## config.mk

```make
export PLATFORM = sky130hd
export DESIGN_NAME = multi_waveform_generator
export DESIGN_NICKNAME = d
export VERILOG_FILES = /design/src/rtl/mwg_pkg.sv /design/src/rtl/multi_waveform_generator.sv
export VERILOG_INCLUDE_DIRS = /design/src /design/src/rtl
export SDC_FILE = /design/constraint.sdc
export NUM_CORES = 1
export LEC_CHECK = 0
export ABC_AREA = 1
export BUFFER_PORTS_ARGS = -buffer_cell sky130_fd_sc_hd__buf_2
export CAP_MARGIN = 20
export CORE_ASPECT_RATIO = 1.5
export CORE_MARGIN = 2
export CORE_UTILIZATION = 60
export CTS_CLUSTER_DIAMETER = 150
export DETAILED_ROUTE_END_ITERATION = 8
export PLACE_DENSITY = 0.75
export SYNTH_ARGS = -nofsm -noshare
export SYNTH_HDL_FRONTEND = slang
export SYNTH_SLANG_ARGS = --single-unit
```

## constraint.sdc

```tcl
create_clock -name aclk -period 17.4 [get_ports aclk]
set_input_delay 5.22 -clock aclk [delete_from_list [all_inputs] [get_ports aclk]]
set_output_delay 5.22 -clock aclk [all_outputs]
set_load 0.1 [all_outputs]
```

## src/rtl/multi_waveform_generator_defines.svh

```systemverilog
// Assertion macros for the waveform generator.
// MWG_ASSERT_CLK names its clock and active-low reset; MWG_ASSERT uses aclk and aresetn.
`ifndef MULTI_WAVEFORM_GENERATOR_DEFINES_SVH
`define MULTI_WAVEFORM_GENERATOR_DEFINES_SVH

`ifndef SYNTHESIS
`define MWG_ASSERT_CLK(lbl, clk, rst_n, prop, msg) \
    lbl: assert property (@(posedge clk) disable iff (!rst_n) prop) else $error(msg);
`define MWG_ASSERT(lbl, prop, msg) \
    `MWG_ASSERT_CLK(lbl, aclk, aresetn, prop, msg)
`else
`define MWG_ASSERT_CLK(lbl, clk, rst_n, prop, msg)
`define MWG_ASSERT(lbl, prop, msg)
`endif

`endif

```

## src/rtl/mwg_pkg.sv

```systemverilog
package mwg_pkg;

    localparam int PHASE_BITS      = 32;
    localparam int SINE_TABLE_BITS = 10;
    localparam int SAMPLE_BITS     = 16;

    localparam int FRAC_BITS  = SAMPLE_BITS - 1;
    localparam int AMP_W      = SAMPLE_BITS - 1;
    localparam int UNIT_W     = FRAC_BITS + 3;
    localparam int QBITS      = SINE_TABLE_BITS - 2;
    localparam int QUARTER    = 1 << QBITS;
    localparam int CFG_ADDR_W = 2;
    localparam int CFG_DATA_W = 32;
    localparam int S_TDATA_W  = 8;
    localparam int M_TDATA_W  = ((SAMPLE_BITS + 7) / 8) * 8;

    // register indexes
    localparam logic [CFG_ADDR_W-1:0] REG_WAVE_MODE    = 2'd0;
    localparam logic [CFG_ADDR_W-1:0] REG_PHASE_STEP   = 2'd1;
    localparam logic [CFG_ADDR_W-1:0] REG_PHASE_OFFSET = 2'd2;
    localparam logic [CFG_ADDR_W-1:0] REG_AMPLITUDE    = 2'd3;

    // waveform codes
    localparam logic [1:0] MODE_SINE     = 2'd0;
    localparam logic [1:0] MODE_SQUARE   = 2'd1;
    localparam logic [1:0] MODE_TRIANGLE = 2'd2;
    localparam logic [1:0] MODE_SAWTOOTH = 2'd3;

    localparam logic signed [UNIT_W-1:0] UNIT_ONE   = UNIT_W'(1 << FRAC_BITS);
    localparam logic signed [UNIT_W-1:0] UNIT_THREE = UNIT_W'(3 << FRAC_BITS);
    localparam logic [PHASE_BITS-1:0]    PHASE_HALF = {1'b1, {(PHASE_BITS-1){1'b0}}};

    // sin(pi/2*u) odd polynomial coefficients, Q30
    localparam logic [63:0] C1  = 64'd1686629713;
    localparam logic [63:0] C3  = 64'd693598668;
    localparam logic [63:0] C5  = 64'd85569306;
    localparam logic [63:0] C7  = 64'd5026995;
    localparam logic [63:0] C9  = 64'd172272;
    localparam logic [63:0] C11 = 64'd3864;

    typedef logic [FRAC_BITS:0] sine_mag_t;
    typedef sine_mag_t sine_lut_t [QUARTER];

    // Quarter-wave magnitude for step k of QUARTER, rounded to Q1.F and clamped to 1.0
    function automatic sine_mag_t sine_value(input int unsigned k);
        logic [63:0] u;
        logic [63:0] u2;
        logic [63:0] r;
        logic [63:0] s;
        logic [63:0] v;
        u  = 64'(k) << (30 - QBITS);
        u2 = (u * u) >> 30;
        r  = C11;
        r  = C9 - ((r * u2) >> 30);
        r  = C7 - ((r * u2) >> 30);
        r  = C5 - ((r * u2) >> 30);
        r  = C3 - ((r * u2) >> 30);
        r  = C1 - ((r * u2) >> 30);
        s  = (r * u) >> 30;
        v  = (s + (64'd1 << (30 - FRAC_BITS - 1))) >> (30 - FRAC_BITS);
        if (v > (64'd1 << FRAC_BITS)) begin
            v = 64'd1 << FRAC_BITS;
        end
        return v[FRAC_BITS:0];
    endfunction

    function automatic sine_lut_t build_sine_lut();
        sine_lut_t lut;
        for (int i = 0; i < QUARTER; i++) begin
            lut[i] = sine_value(i);
        end
        return lut;
    endfunction

    localparam sine_lut_t SINE_LUT  = build_sine_lut();
    localparam sine_mag_t SINE_PEAK = sine_value(QUARTER);

endpackage

```

## src/rtl/multi_waveform_generator.sv

```systemverilog
// Input transactions reach m_tvalid/m_tdata via the stage one and stage two registers.
// One sample per clock unless m_tready stalls; the phase accumulator add is the only loop.
// Stage one forms the unit wave from the phase, stage two scales and rounds it.
// Reset (aresetn low at a rising edge) clears the phase, all config registers
// and both pipeline valids.
`include "multi_waveform_generator_defines.svh"

module multi_waveform_generator (
    input  logic                                aclk,
    input  logic                                aresetn,
    input  logic                                s_tvalid,
    output logic                                s_tready,
    input  logic [mwg_pkg::S_TDATA_W-1:0]       s_tdata,     // [0] restart, [7:1] zero
    output logic                                m_tvalid,
    input  logic                                m_tready,
    output logic [mwg_pkg::M_TDATA_W-1:0]       m_tdata,     // [15:0] sample
    input  logic                                cfg_wr_en,
    input  logic [mwg_pkg::CFG_ADDR_W-1:0]      cfg_addr,
    input  logic [mwg_pkg::CFG_DATA_W-1:0]      cfg_wr_data
);

    localparam int PB = mwg_pkg::PHASE_BITS;
    localparam int TB = mwg_pkg::SINE_TABLE_BITS;
    localparam int QB = mwg_pkg::QBITS;
    localparam int F  = mwg_pkg::FRAC_BITS;
    localparam int UW = mwg_pkg::UNIT_W;
    localparam int AW = mwg_pkg::AMP_W;
    localparam int SB = mwg_pkg::SAMPLE_BITS;
    localparam int PW = AW + F + 1;

    // configuration
    logic [1:0]    wave_mode_reg;
    logic [PB-1:0] phase_step_reg;
    logic [PB-1:0] phase_offset_reg;
    logic [AW-1:0] amplitude_reg;

    always_ff @(posedge aclk) begin
        if (!aresetn) begin
            wave_mode_reg    <= mwg_pkg::MODE_SINE;
            phase_step_reg   <= '0;
            phase_offset_reg <= '0;
            amplitude_reg    <= '0;
        end else if (cfg_wr_en) begin
            unique case (cfg_addr)
                mwg_pkg::REG_WAVE_MODE:    wave_mode_reg    <= cfg_wr_data[1:0];
                mwg_pkg::REG_PHASE_STEP:   phase_step_reg   <= cfg_wr_data[PB-1:0];
                mwg_pkg::REG_PHASE_OFFSET: phase_offset_reg <= cfg_wr_data[PB-1:0];
                mwg_pkg::REG_AMPLITUDE:    amplitude_reg    <= cfg_wr_data[AW-1:0];
            endcase
        end
    end

    // handshake
    logic s1_valid_reg;
    logic m_tvalid_reg;
    logic s2_ready;
    logic s_hs;

    assign s2_ready = !m_tvalid_reg || m_tready;
    assign s_tready = !s1_valid_reg || s2_ready;
    assign s_hs     = s_tvalid && s_tready;

    // stage one: phase and unit wave
    logic [PB-1:0]       phase_acc_reg;
    logic [PB-1:0]       phase_acc_next;
    logic [PB-1:0]       x;
    logic [PB-1:0]       sine_sum;
    logic [TB-1:0]       sine_idx;
    logic [QB:0]         sine_k;
    logic [F:0]          sine_mag;
    logic [F+1:0]        tri_s;
    logic [F:0]          saw_s;
    logic signed [UW-1:0] unit;
    logic                unit_neg_next;
    logic [F:0]          unit_mag_next;
    logic                unit_neg_reg;
    logic [F:0]          unit_mag_reg;

    assign x              = s_tdata[0] ? '0 : phase_acc_reg;
    assign phase_acc_next = x + phase_step_reg;

    assign sine_sum = x + phase_offset_reg;
    assign sine_idx = sine_sum[PB-1 -: TB];
    // mirror the odd quadrants; k can reach a full quarter there
    assign sine_k   = sine_idx[TB-2] ? (QB+1)'(mwg_pkg::QUARTER) - {1'b0, sine_idx[QB-1:0]}
                                     : {1'b0, sine_idx[QB-1:0]};
    assign sine_mag = sine_k[QB] ? mwg_pkg::SINE_PEAK : mwg_pkg::SINE_LUT[sine_k[QB-1:0]];

    assign tri_s = x[PB-1 -: F+2];
    assign saw_s = x[PB-1 -: F+1];

    always_comb begin
        unique case (wave_mode_reg)
            mwg_pkg::MODE_SINE: begin
                unit = sine_idx[TB-1] ? -$signed({2'b00, sine_mag}) : $signed({2'b00, sine_mag});
            end
            mwg_pkg::MODE_SQUARE: begin
                unit = (x <= mwg_pkg::PHASE_HALF) ? mwg_pkg::UNIT_ONE : -mwg_pkg::UNIT_ONE;
            end
            mwg_pkg::MODE_TRIANGLE: begin
                unit = !x[PB-1] ? $signed({1'b0, tri_s}) - mwg_pkg::UNIT_ONE
                                : mwg_pkg::UNIT_THREE - $signed({1'b0, tri_s});
            end
            mwg_pkg::MODE_SAWTOOTH: begin
                unit = $signed({2'b00, saw_s}) - mwg_pkg::UNIT_ONE;
            end
        endcase
    end

    always_comb begin
        unit_neg_next = unit[UW-1];
        unit_mag_next = unit_neg_next ? (F+1)'(0) - unit[F:0] : unit[F:0];
    end

    always_ff @(posedge aclk) begin
        if (!aresetn) begin
            phase_acc_reg <= '0;
            s1_valid_reg  <= 1'b0;
        end else begin
            if (s_hs) begin
                phase_acc_reg <= phase_acc_next;
            end
            if (s_tready) begin
                s1_valid_reg <= s_tvalid;
            end
        end
    end

    always_ff @(posedge aclk) begin
        if (s_hs) begin
            unit_neg_reg <= unit_neg_next;
            unit_mag_reg <= unit_mag_next;
        end
    end

    // stage two: scale by amplitude, round half away from zero
    logic [PW-1:0] scaled;
    logic [PW:0]   rounded;
    logic [SB-1:0] mag_out;
    logic [SB-1:0] sample_next;
    logic [SB-1:0] sample_reg;

    assign scaled      = amplitude_reg * unit_mag_reg;
    assign rounded     = {1'b0, scaled} + (PW+1)'(1 << (F - 1));
    assign mag_out     = rounded[F +: SB];
    assign sample_next = unit_neg_reg ? SB'(0) - mag_out : mag_out;

    always_ff @(posedge aclk) begin
        if (!aresetn) begin
            m_tvalid_reg <= 1'b0;
        end else if (s2_ready) begin
            m_tvalid_reg <= s1_valid_reg;
        end
    end

    always_ff @(posedge aclk) begin
        if (s2_ready && s1_valid_reg) begin
            sample_reg <= sample_next;
        end
    end

    assign m_tvalid = m_tvalid_reg;
    assign m_tdata  = mwg_pkg::M_TDATA_W'(sample_reg);

    `MWG_ASSERT(a_restart_phase, s_hs && s_tdata[0] |=> phase_acc_reg == $past(phase_step_reg), "restart did not clear the phase")
    `MWG_ASSERT(a_phase_hold, !s_hs |=> $stable(phase_acc_reg), "phase moved without a transaction")
    `MWG_ASSERT(a_s1_hold, s1_valid_reg && !s2_ready |=> s1_valid_reg, "stage one dropped a stalled item")
    `MWG_ASSERT(a_out_source, $rose(m_tvalid_reg) |-> $past(s1_valid_reg), "sample appeared with no item in stage one")

endmodule

```

## Word-level counts from Yosys, hierarchy flattened

Memory sizes are Yosys's and may differ from the RTL's.
Cells that the tools add are included.

- Input bits: 47
- Memory bits (writable): 0
- Memories: 1
- ROM bits: 4096
- Register bits: 148
- Bits in latches: 0

Memories:

| memory | depth | bits a word | read ports | clocked after Yosys merged registers in | write ports | RTL line | text |
|---|---|---|---|---|---|---|---|
| (name not given) | 256 | 16 | 1 | 0 | 0 | multi_waveform_generator.sv:87 | `assign sine_mag = sine_k[QB] ? mwg_pkg::SINE_PEAK : mwg_pkg::SINE_LUT[sine_k[QB-1:0]];` |

- Magnitude comparators: 2
- Shifts and indexed selects: 0
- Bitwise gates (word level): 1
- $add $sub $neg: 10
- $mul: 1
- Equal/unequal tests: 6
- Reduce and logical (&&, ||, !) cells: 12
- Mux-type cells: 11
- Divide/modulo/power cells: 0

Operators with widths:

| cell | number |
|---|---|
| $mux W16 | 5 |
| $pmux W18 S4 | 1 |
| $add A32 B32 Y32 | 2 |
| $mux W18 | 3 |
| $le A32 B32 Y1 const B | 1 |
| $mux W32 | 1 |
| $sub A1 B16 Y16 const A | 2 |
| $add A31 B15 Y31 const B | 1 |
| $mul A15 B16 Y31 | 1 |
| $neg A16 Y18 | 1 |
| $sub A17 B16 Y18 const B | 1 |
| $sub A17 B17 Y18 const A | 1 |
| $sub A16 B16 Y17 const B | 1 |
| $ge A9 B9 Y1 const B | 1 |
| $mux W9 | 1 |
| $not A8 Y9 | 1 |
| $sub A9 B8 Y9 const A | 1 |
| $eq A2 B2 Y1 const B | 4 |
| $reduce_and A2 Y1 | 4 |
| $eq A2 B1 Y1 const B | 2 |
| $logic_not A2 Y1 | 2 |
| $logic_and A1 B1 Y1 | 2 |
| $logic_not A1 Y1 | 2 |
| $logic_or A1 B1 Y1 | 2 |

## Logic depth before layout (Yosys ltp)

Gate-level depths: netlist of the first run.

- Depth in word-level cells: 14
- Gate-level depth with buffers: 50
- Gate-level depth less buffers: 47

## Worst setup path after synthesis of the first run

No wires, ideal clock.

- Path kind: input to output
- Start: input port m_tready
- End: output port s_tready
- Buffers on the path: 0
- Data required time: 12.180 ns
- Arrival time: 6.049 ns
- Stages on the path: 2
- Slack: 6.131 ns
- Path through: inv_1 > nand3_1

- Word-level cells in the longest chain between the ends: 2

Ends and longest elaborated chain:

| what | RTL line | text |
|---|---|---|
| start, declared | multi_waveform_generator.sv:15 | `input logic m_tready,` |
| $logic_or A1 B1 Y1 | multi_waveform_generator.sv:59 | `assign s2_ready = !m_tvalid_reg \|\| m_tready;` |
| $logic_or A1 B1 Y1 | multi_waveform_generator.sv:60 | `assign s_tready = !s1_valid_reg \|\| s2_ready;` |
| end, declared | multi_waveform_generator.sv:12 | `output logic s_tready,` |

No other way between the ends.

## Worst setup path after layout of the first run

- Start: input port s_tdata[0] (netlist bit)
- End: register unit_mag_reg[14], data pin

- Word-level cells in the longest chain between the ends: 14
- Elaborated cells on any way between the ends: 20
- Those cells by class: 7 x add/sub; 1 x order compare; 10 x mux; 1 x bitwise; 1 x memory

Ends and longest elaborated chain:

| what | RTL line | text |
|---|---|---|
| start, declared | multi_waveform_generator.sv:13 | `input logic [mwg_pkg::S_TDATA_W-1:0] s_tdata,` |
| $mux W32 (*) | multi_waveform_generator.sv:79 | `assign x = s_tdata[0] ? '0 : phase_acc_reg;` |
| $add A32 B32 Y32 | multi_waveform_generator.sv:82 | `assign sine_sum = x + phase_offset_reg;` |
| $sub A9 B8 Y9 | multi_waveform_generator.sv:85 | `assign sine_k = sine_idx[TB-2] ? (QB+1)'(mwg_pkg::QUARTER) - {1'b0, sine_idx[QB-1:0]}` |
| $mux W9 | multi_waveform_generator.sv:85 |  |
| $not A8 Y9 (implied by the code) | multi_waveform_generator.sv:87 |  |
| $mem_v2 Z256 W16 | -- |  |
| $mux W16 (implied by the code) (2 in a row) | multi_waveform_generator.sv:87 |  |
| $mux W16 | multi_waveform_generator.sv:87 |  |
| $neg A16 Y18 | multi_waveform_generator.sv:95 | `unit = sine_idx[TB-1] ? -$signed({2'b00, sine_mag}) : $signed({2'b00, sine_mag});` |
| $mux W18 | multi_waveform_generator.sv:95 |  |
| $pmux W18 S4 (*) | multi_waveform_generator.sv:93 | `unique case (wave_mode_reg)` |
| $sub A1 B16 Y16 | multi_waveform_generator.sv:112 | `unit_mag_next = unit_neg_next ? (F+1)'(0) - unit[F:0] : unit[F:0];` |
| $mux W16 (*) | multi_waveform_generator.sv:112 |  |
| net unit_mag_next[14] | multi_waveform_generator.sv:75 | `logic [F:0] unit_mag_next;` |
| end signal, assigned | multi_waveform_generator.sv:132 | `unit_mag_reg <= unit_mag_next;` |
| end, declared | multi_waveform_generator.sv:77 | `logic [F:0] unit_mag_reg;` |

Mark *: on every way through the listed nets, which the timed path passes. The rest lies on a longest branch. The select of a mux whose other input is x is not followed.
A chain may end at the register's enable or synchronous reset.

==> results of run 1 <==
[cells by family after synthesis]
family,after synthesis,synth area share (%)
xor+xnor,72,2.80
buf+inv,761,13.9
compound gates,410,9.88
fa+ha+maj,344,25.1
flops,148,14.6
simple gates,1795,33.7
[layer usage]
metal,up-vias,share of wire [%],track usage (%)
met3,293,6.6,4.66
met1,10700,38,40.8
met2,1062,49,62.9
li1,10900,-,-
met5,-,0.018,0
met4,2,7.3,24.7
[cell usage in the layout, fill, tap and decap left out, drive strengths merged, types with 9 or more instances in the layout]
cell / synthesis / routed
a21oi: 162 / 162
clkbuf: 85 / 17
nand4: 32 / 32
xor2: 44 / 44
edfxtp: 33 / 33
ha: 164 / 164
dfxtp: 115 / 115
o21ai: 182 / 182
nand3: 372 / 372
xnor2: 28 / 28
nand2: 1044 / 1044
inv: 601 / 609
buf: 73 / 75
fa: 180 / 180
a31oi: 16 / 16
o211ai: 9 / 9
nor2: 315 / 315
nor3: 16 / 16
[stage by stage]
| stage | util (%) | power, mW | cells |
|---|---|---|---|
| 2_1_floorplan | - | 1.36 | 3530 |
| 3_3_place_gp | 60.8 | 1.62 | 3935 |
| 3_5_place_dp | 60.8 | 1.65 | 3935 |
| 4_1_cts | 62.4 | 2.03 | 3967 |
| 5_1_grt | 62.5 | 2.19 | 3968 |
| 6_report | 62.5 | 2.04 | 3968 |
[worst register-to-register path: cells and delay by family, from the launching register on]
kind | cells | cell delay [ps]
buffers and inverters | 4 | 230
adder cells (fa/ha/maj) | 7 | 2990
flip-flops | 1 | 790
XOR/XNOR | 1 | 160
AND/OR/NAND/NOR | 10 | 1430
AO/OA/AOI/OAI | 9 | 1820
[final cells by class]
type / instances / share of cell area, %
clock buffer: 17 / 1.82
clock inverter: 15 / 0.703
inverter: 603 / 9.74
multi-input combinational: 2621 / 69.1
sequential: 148 / 14.1
tap: 489 / 2.62
timing repair buffer: 75 / 1.89
[power breakdown]
part	switching [mW]	leakage, nW	internal, mW
clock network	0.184	0.274	0.192
registers	0.104	1.26	0.412
logic	0.801	11.4	0.351
[path summary, 6_finish.rpt]
check	start	end	slack, ps	depth (start not counted)
max	s_tdata[0]	unit_mag_reg[14]	5220	37
min	phase_step_reg[8]	phase_step_reg[8]	480	2
max reg2reg	amplitude_reg[5]	m_tdata[14]	9740	31
min reg2reg	phase_step_reg[8]	phase_step_reg[8]	480	2
==> metrics.md, run 1 <==
| Metric | Value |
|---|---|
| Most instantiated cells after synthesis | `nand2_1, inv_1, nand3_1, nor2_1, fa_1` |
| WL final | `approximately 71000 um` |
| First-pass DRT Iterations | `6` |
| First-pass GRT wire length | `around 110000 um` |
| Vias | `roughly 23000` |
| Top cell type by total area after synthesis | `nand2_1` |
| Top Ports | `between 60 and 70` |
| Prevailing post-synth register cell | `dfxtp_1` |
| Max Fanout on Critical Path | `27` |
| CTS tree | `done` |
| Period utilisation layout | `between 60% and 70%` |
| Yosys top cell area share | `between 15 and 20%` |
| Post-synthesis sequential element count | `around 150` |
| Post-synth EDFFs | `33` |
| Hold_ws | `around 480 ps` |
| Unrepaired setup endpoints after global routing | `no` |
| Post-synthesis net count | `~4000` |
| Type of origin of the critical path | `primary input` |
| Most common cell in the netlist | `nand2_1` |
| Reg clk slew, reported paths | `80 ps` |
| FFs w/ async S/R, synth | `0%` |
| Final min period | `between 10000 and 15000 ps` |
| GP Congestion | `just over 1` |
| Unique masters post-synth | `54` |
| Layout Skew | `~21 ps` |
| Core footprint | `about 37000 sq um` |
| Total track usage | `36.0%` |
| Syn_area_per_cell | `around 6.4 sq um` |
| CTS Buf Count | `17` |
| Die Width | `roughly 160 um` |
| Worst-Skew Late Latency | `roughly 460 ps` |
| Cell area after synthesis | `about 23000 sq um` |
| WP buf/inv | `4` |
| Fillers | `roughly 3600` |
| Top cells by area, synth | `nand2_1, fa_1, dfxtp_1` |
| Fmax | `82.1 MHz` |
| Slew margin rel. | `around 33%` |
| Setup repair bufs after CTS | `0` |
| Dpl cell area | `between 20000 and 25000 sq um` |
| Post-route cell area | `between 20000 and 25000 sq um` |
| Area of the multi-input gates | `~16000 sq um` |
| Drt via density | `just under 6` |
| CTS root buffer | `clkbuf_16` |
| Port bufs | `57` |
| Worst setup margin | `5220 ps` |
| Drt wl/cell | `18.0 um` |
| Post-CTS sizing | `0` |
| Largest net degree at the start of global routing | `between 70 and 80` |
| Slew Viols, Final | `0` |
| Setup TNS Final | `0 ps` |
| Initial core utilization | `between 60% and 70%` |
| CTS max path bufs | `2` |
| Synthesis-to-layout area growth | `3.45%` |
| WP data required | `between 15000 and 20000 ps` |
| CP Class | `primary input to flip-flop` |
| HP Class | `flip-flop to flip-flop` |
| Synthesized instance count | `around 3500` |
| Clk sink count | `approximately 150` |
| DRC Markers | `0` |
| CP arrival | `approximately 12000 ps` |
| Leakage | `about 13 nW` |
| Max-Cap Viols | `0` |
| Initial antenna violation count | `1` |
| Antenna diode count | `0` |
| Status | `completed` |
| Final ANT Viol Nets | `0` |
| Iter 0 DRT Violations | `approximately 2000` |
| CP delay by family, top | `simple AND/OR/NAND/NOR gates` |
| Register area | `3290 sq um` |
| Seq/Total Area, Yosys | `14.6%` |
| Most frequent CP cell | `nand3_1` |
| Post-DP HPWL | `roughly 55000 um` |
| Place WS | `between 4000 and 5000 ps` |
| Worst path max stage delay | `between 500 and 600 ps` |
| Hold violation count in the final report | `0` |
| Vias in the first global route | `~22000` |
| Worst VDD drop | `~0.11 mV` |
| Die height | `between 200 and 250 um` |
| Crit end category | `flip-flop` |
| PwrDens | `between 80 and 90 nW/um^2` |
| GRT overflow | `0` |
| Site row count | `87` |
| CTS H-tree depth | `4` |
| Total Die Area | `roughly 39000 sq um` |
| Worst-Margin Slew | `between 900 and 1000 ps` |
| Crit-path slowest cell | `nand3_1` |
| Hold buffers post-CTS | `0` |
| Layout cell share with drive strength beyond 1 | `under 10%` |
| Setup-failing EPs final | `0` |
| Yosys warnings | `0` |
| Final nets | `3857` |
(Power assumes the default switching activity.)
==> run 2: changes to the inputs <==
--- a/config.mk
+++ b/config.mk
@@ -11,10 +11,10 @@
 export CAP_MARGIN = 20
 export CORE_ASPECT_RATIO = 1.5
 export CORE_MARGIN = 2
-export CORE_UTILIZATION = 60
+export CORE_UTILIZATION = 59
 export CTS_CLUSTER_DIAMETER = 150
 export DETAILED_ROUTE_END_ITERATION = 8
-export PLACE_DENSITY = 0.75
+export PLACE_DENSITY = 0.77
 export SYNTH_ARGS = -nofsm -noshare
 export SYNTH_HDL_FRONTEND = slang
 export SYNTH_SLANG_ARGS = --single-unit
==> constraint.sdc (replaced) <==
create_clock -name aclk -period 10.5 [get_ports aclk]
set_input_delay 3.15 -clock aclk [delete_from_list [all_inputs] [get_ports aclk]]
set_output_delay 3.15 -clock aclk [all_outputs]
set_load 0.1 [all_outputs]
==> run 2 against run 1 <==
  * Die area grew 1.7%
  * Sequential share of layout area down 0.24 points
  * Critical path type unchanged
  * Final cell count grew 1.1%
  * Largest power group unchanged
  * Worst hold slack worse by 5.8 ps
  * Global-route usage up 1.6 points
==> metrics.md, run 2 (same netlist as run 1, synthesis figures left out) <==
| Metric | Value |
|---|---|
| Status | `completed` |
| Setup-failing EPs final | `0` |
| Worst path max stage delay | `roughly 520 ps` |
| HP Start | `phase_step_reg[1]` |
| Flop2flop setup slack | `roughly 2600 ps` |
| Commonest non-fill, non-tap cells in the layout | `nand2_1, inv_1, nand3_1, nor2_1, fa_1` |
| Setup TNS Final | `0 ps` |
| WP data required | `about 11000 ps` |
| Worst r2r dst | `m_tdata[14]` |
| Layout Skew | `between 20 and 25 ps` |
| Vias in the first global route | `between 20000 and 25000` |
| Pint | `around 1.6 mW` |
| CTS Buf Count | `17` |
| Drt via density | `just under 6` |
| Max-Cap Viols | `0` |
| Die Width | `between 150 and 200 um` |
| Largest net degree at the start of global routing | `94` |
| Clk sink count | `~150` |
| Top Ports | `between 60 and 70` |
| Initial core utilization | `59.8%` |
| Psw | `1.86 mW` |
| Leakage | `roughly 13 nW` |
| CTS max path bufs | `2` |
| CP arrival | `about 9500 ps` |
| Slew Viols, Final | `0` |
| First-pass GRT wire length | `~120000 um` |
| Switching share of power | `between 50% and 60%` |
| Worst r2r src | `amplitude_reg[5]` |
| Period utilisation layout | `around 89%` |
| Iter 0 DRT Violations | `2213` |
| Hold buffers post-CTS | `0` |
| Worst-Skew Late Latency | `around 460 ps` |
| Comb pwr share | `between 50% and 60%` |
| Vias | `23500` |
| Post-DP HPWL | `just under 60000 um` |
| Initial antenna violation count | `0` |
| HP Class | `flip-flop to flip-flop` |
| Slew margin rel. | `a little under a third` |
| Layout cell share with drive strength beyond 1 | `roughly 6.9%` |
| First-pass DRT Iterations | `6` |
| CTS tree | `done` |
| Final ANT Viol Nets | `0` |
| Synthesis-to-layout area growth | `5.23%` |
| Cell Count, Final, Fillers Out | `approximately 4000` |
| Reg clk slew, reported paths | `~70 ps` |
| CTS H-tree depth | `4` |
| Drt wl/cell | `between 15 and 20 um` |
| Hold violation count in the final report | `0` |
| Crit-path slowest cell | `buf_2` |
| Worst VDD drop | `~0.27 mV` |
| Post-CTS sizing | `0` |
| Core footprint | `between 30000 and 40000 sq um` |
| DRC Markers | `0` |
| Worst Hold Path EP | `phase_step_reg[1]` |
| PwrDens | `around 150 nW/um^2` |
| Port bufs | `57` |
| CP Class | `primary input to flip-flop` |
| Total track usage | `between 30% and 40%` |
| GRT overflow | `0` |
| R2R cell count | `31` |
| Layout Utilization | `a little over three fifths` |
| Antenna diode count | `0` |
| Sequential power share | `around 25%` |
| Unrepaired setup endpoints after global routing | `no` |
| Final min period | `9330 ps` |
| Hold path depth | `2` |
| Type of origin of the critical path | `primary input` |
| Final nets | `3902` |
| Clk pwr share | `18.2%` |
| Fmax | `around 110 MHz` |
| Inst Count DP | `3980` |
| CTS root buffer | `clkbuf_16` |
| WL final | `about 75000 um` |
| Hold_ws | `between 400 and 500 ps` |
| Worst-Margin Slew | `approximately 1000 ps` |
| Most common cell after layout, fill and taps aside | `nand2_1` |
| Setup repair bufs after CTS | `0` |
| Most frequent CP cell | `nand3_1` |
| GP Congestion | `around 1` |
| Crit end category | `flip-flop` |
| Total Die Area | `~40000 sq um` |
| Site row count | `87` |
| Max Fanout on Critical Path | `27` |
| Die height | `243 um` |
-- run 2: cell types whose count changed in the layout (fill, tap and decap cells not counted), sizes merged --
cell	previous run	this run
clkinvlp	4	0
buf	75	120
clkinv	5	9
-- run 2: how the worst max path moves through the flow --
stage / from / endpoint / depth (start not counted)
2_1_floorplan: s_tdata[0] / unit_mag_reg[14] / 43
3_3_place_gp: s_tdata[0] / unit_mag_reg[14] / 41
3_5_place_dp: s_tdata[0] / unit_mag_reg[14] / 42
4_1_cts: s_tdata[0] / unit_mag_reg[14] / 42
5_1_grt: s_tdata[0] / unit_mag_reg[14] / 40
6_report: s_tdata[0] / unit_mag_reg[14] / 42
-- run 2: cell type report --
cell class | instances | area, sq um
multi-input combinational | 2621 | 16100
fill | 3528 | 13900
sequential | 148 | 3290
inverter | 603 | 2270
timing repair buffer | 120 | 828
tap | 489 | 612
clock buffer | 17 | 425
clock inverter | 15 | 179
-- run 2: critical path: cells and delay by family --
kind                       cells  cell delay [ps]
adders and majority gates      5             1620
and+or+nand+nor               29             3670
buffers and inverters          8             1080
-- run 2: power groups by stage --
stage / Clock [mW] / Sequential (mW) / Combinational (mW)
5_1_grt: 0.660 / 0.868 / 2.20
3_5_place_dp: 0 / 0.865 / 1.94
3_3_place_gp: 0 / 0.862 / 1.89
6_report: 0.636 / 0.866 / 1.99
2_1_floorplan: 0 / 0.851 / 1.41
4_1_cts: 0.638 / 0.852 / 1.96
-- run 2: metrics by stage --
stage          total power, mW  setup WS [ps]  instance area, sq um
4_1_cts                   3.45           1280                 23700
6_report                  3.49           1170                 23700
5_1_grt                   3.73            697                 23700
3_5_place_dp              2.80            846                 23100
2_1_floorplan             2.26           1840                 22500
3_3_place_gp              2.75            956                 23100
-- run 2: routing by layer --
layer / GRT usage [%] / vias to the layer above / part of all wire (%)
met3: 5.26 / 338 / 7.2
met2: 63.7 / 1125 / 48
met1: 43.8 / 11000 / 37
met5: 0 / - / 0
li1: - / 11000 / -
met4: 24.7 / 0 / 7.3
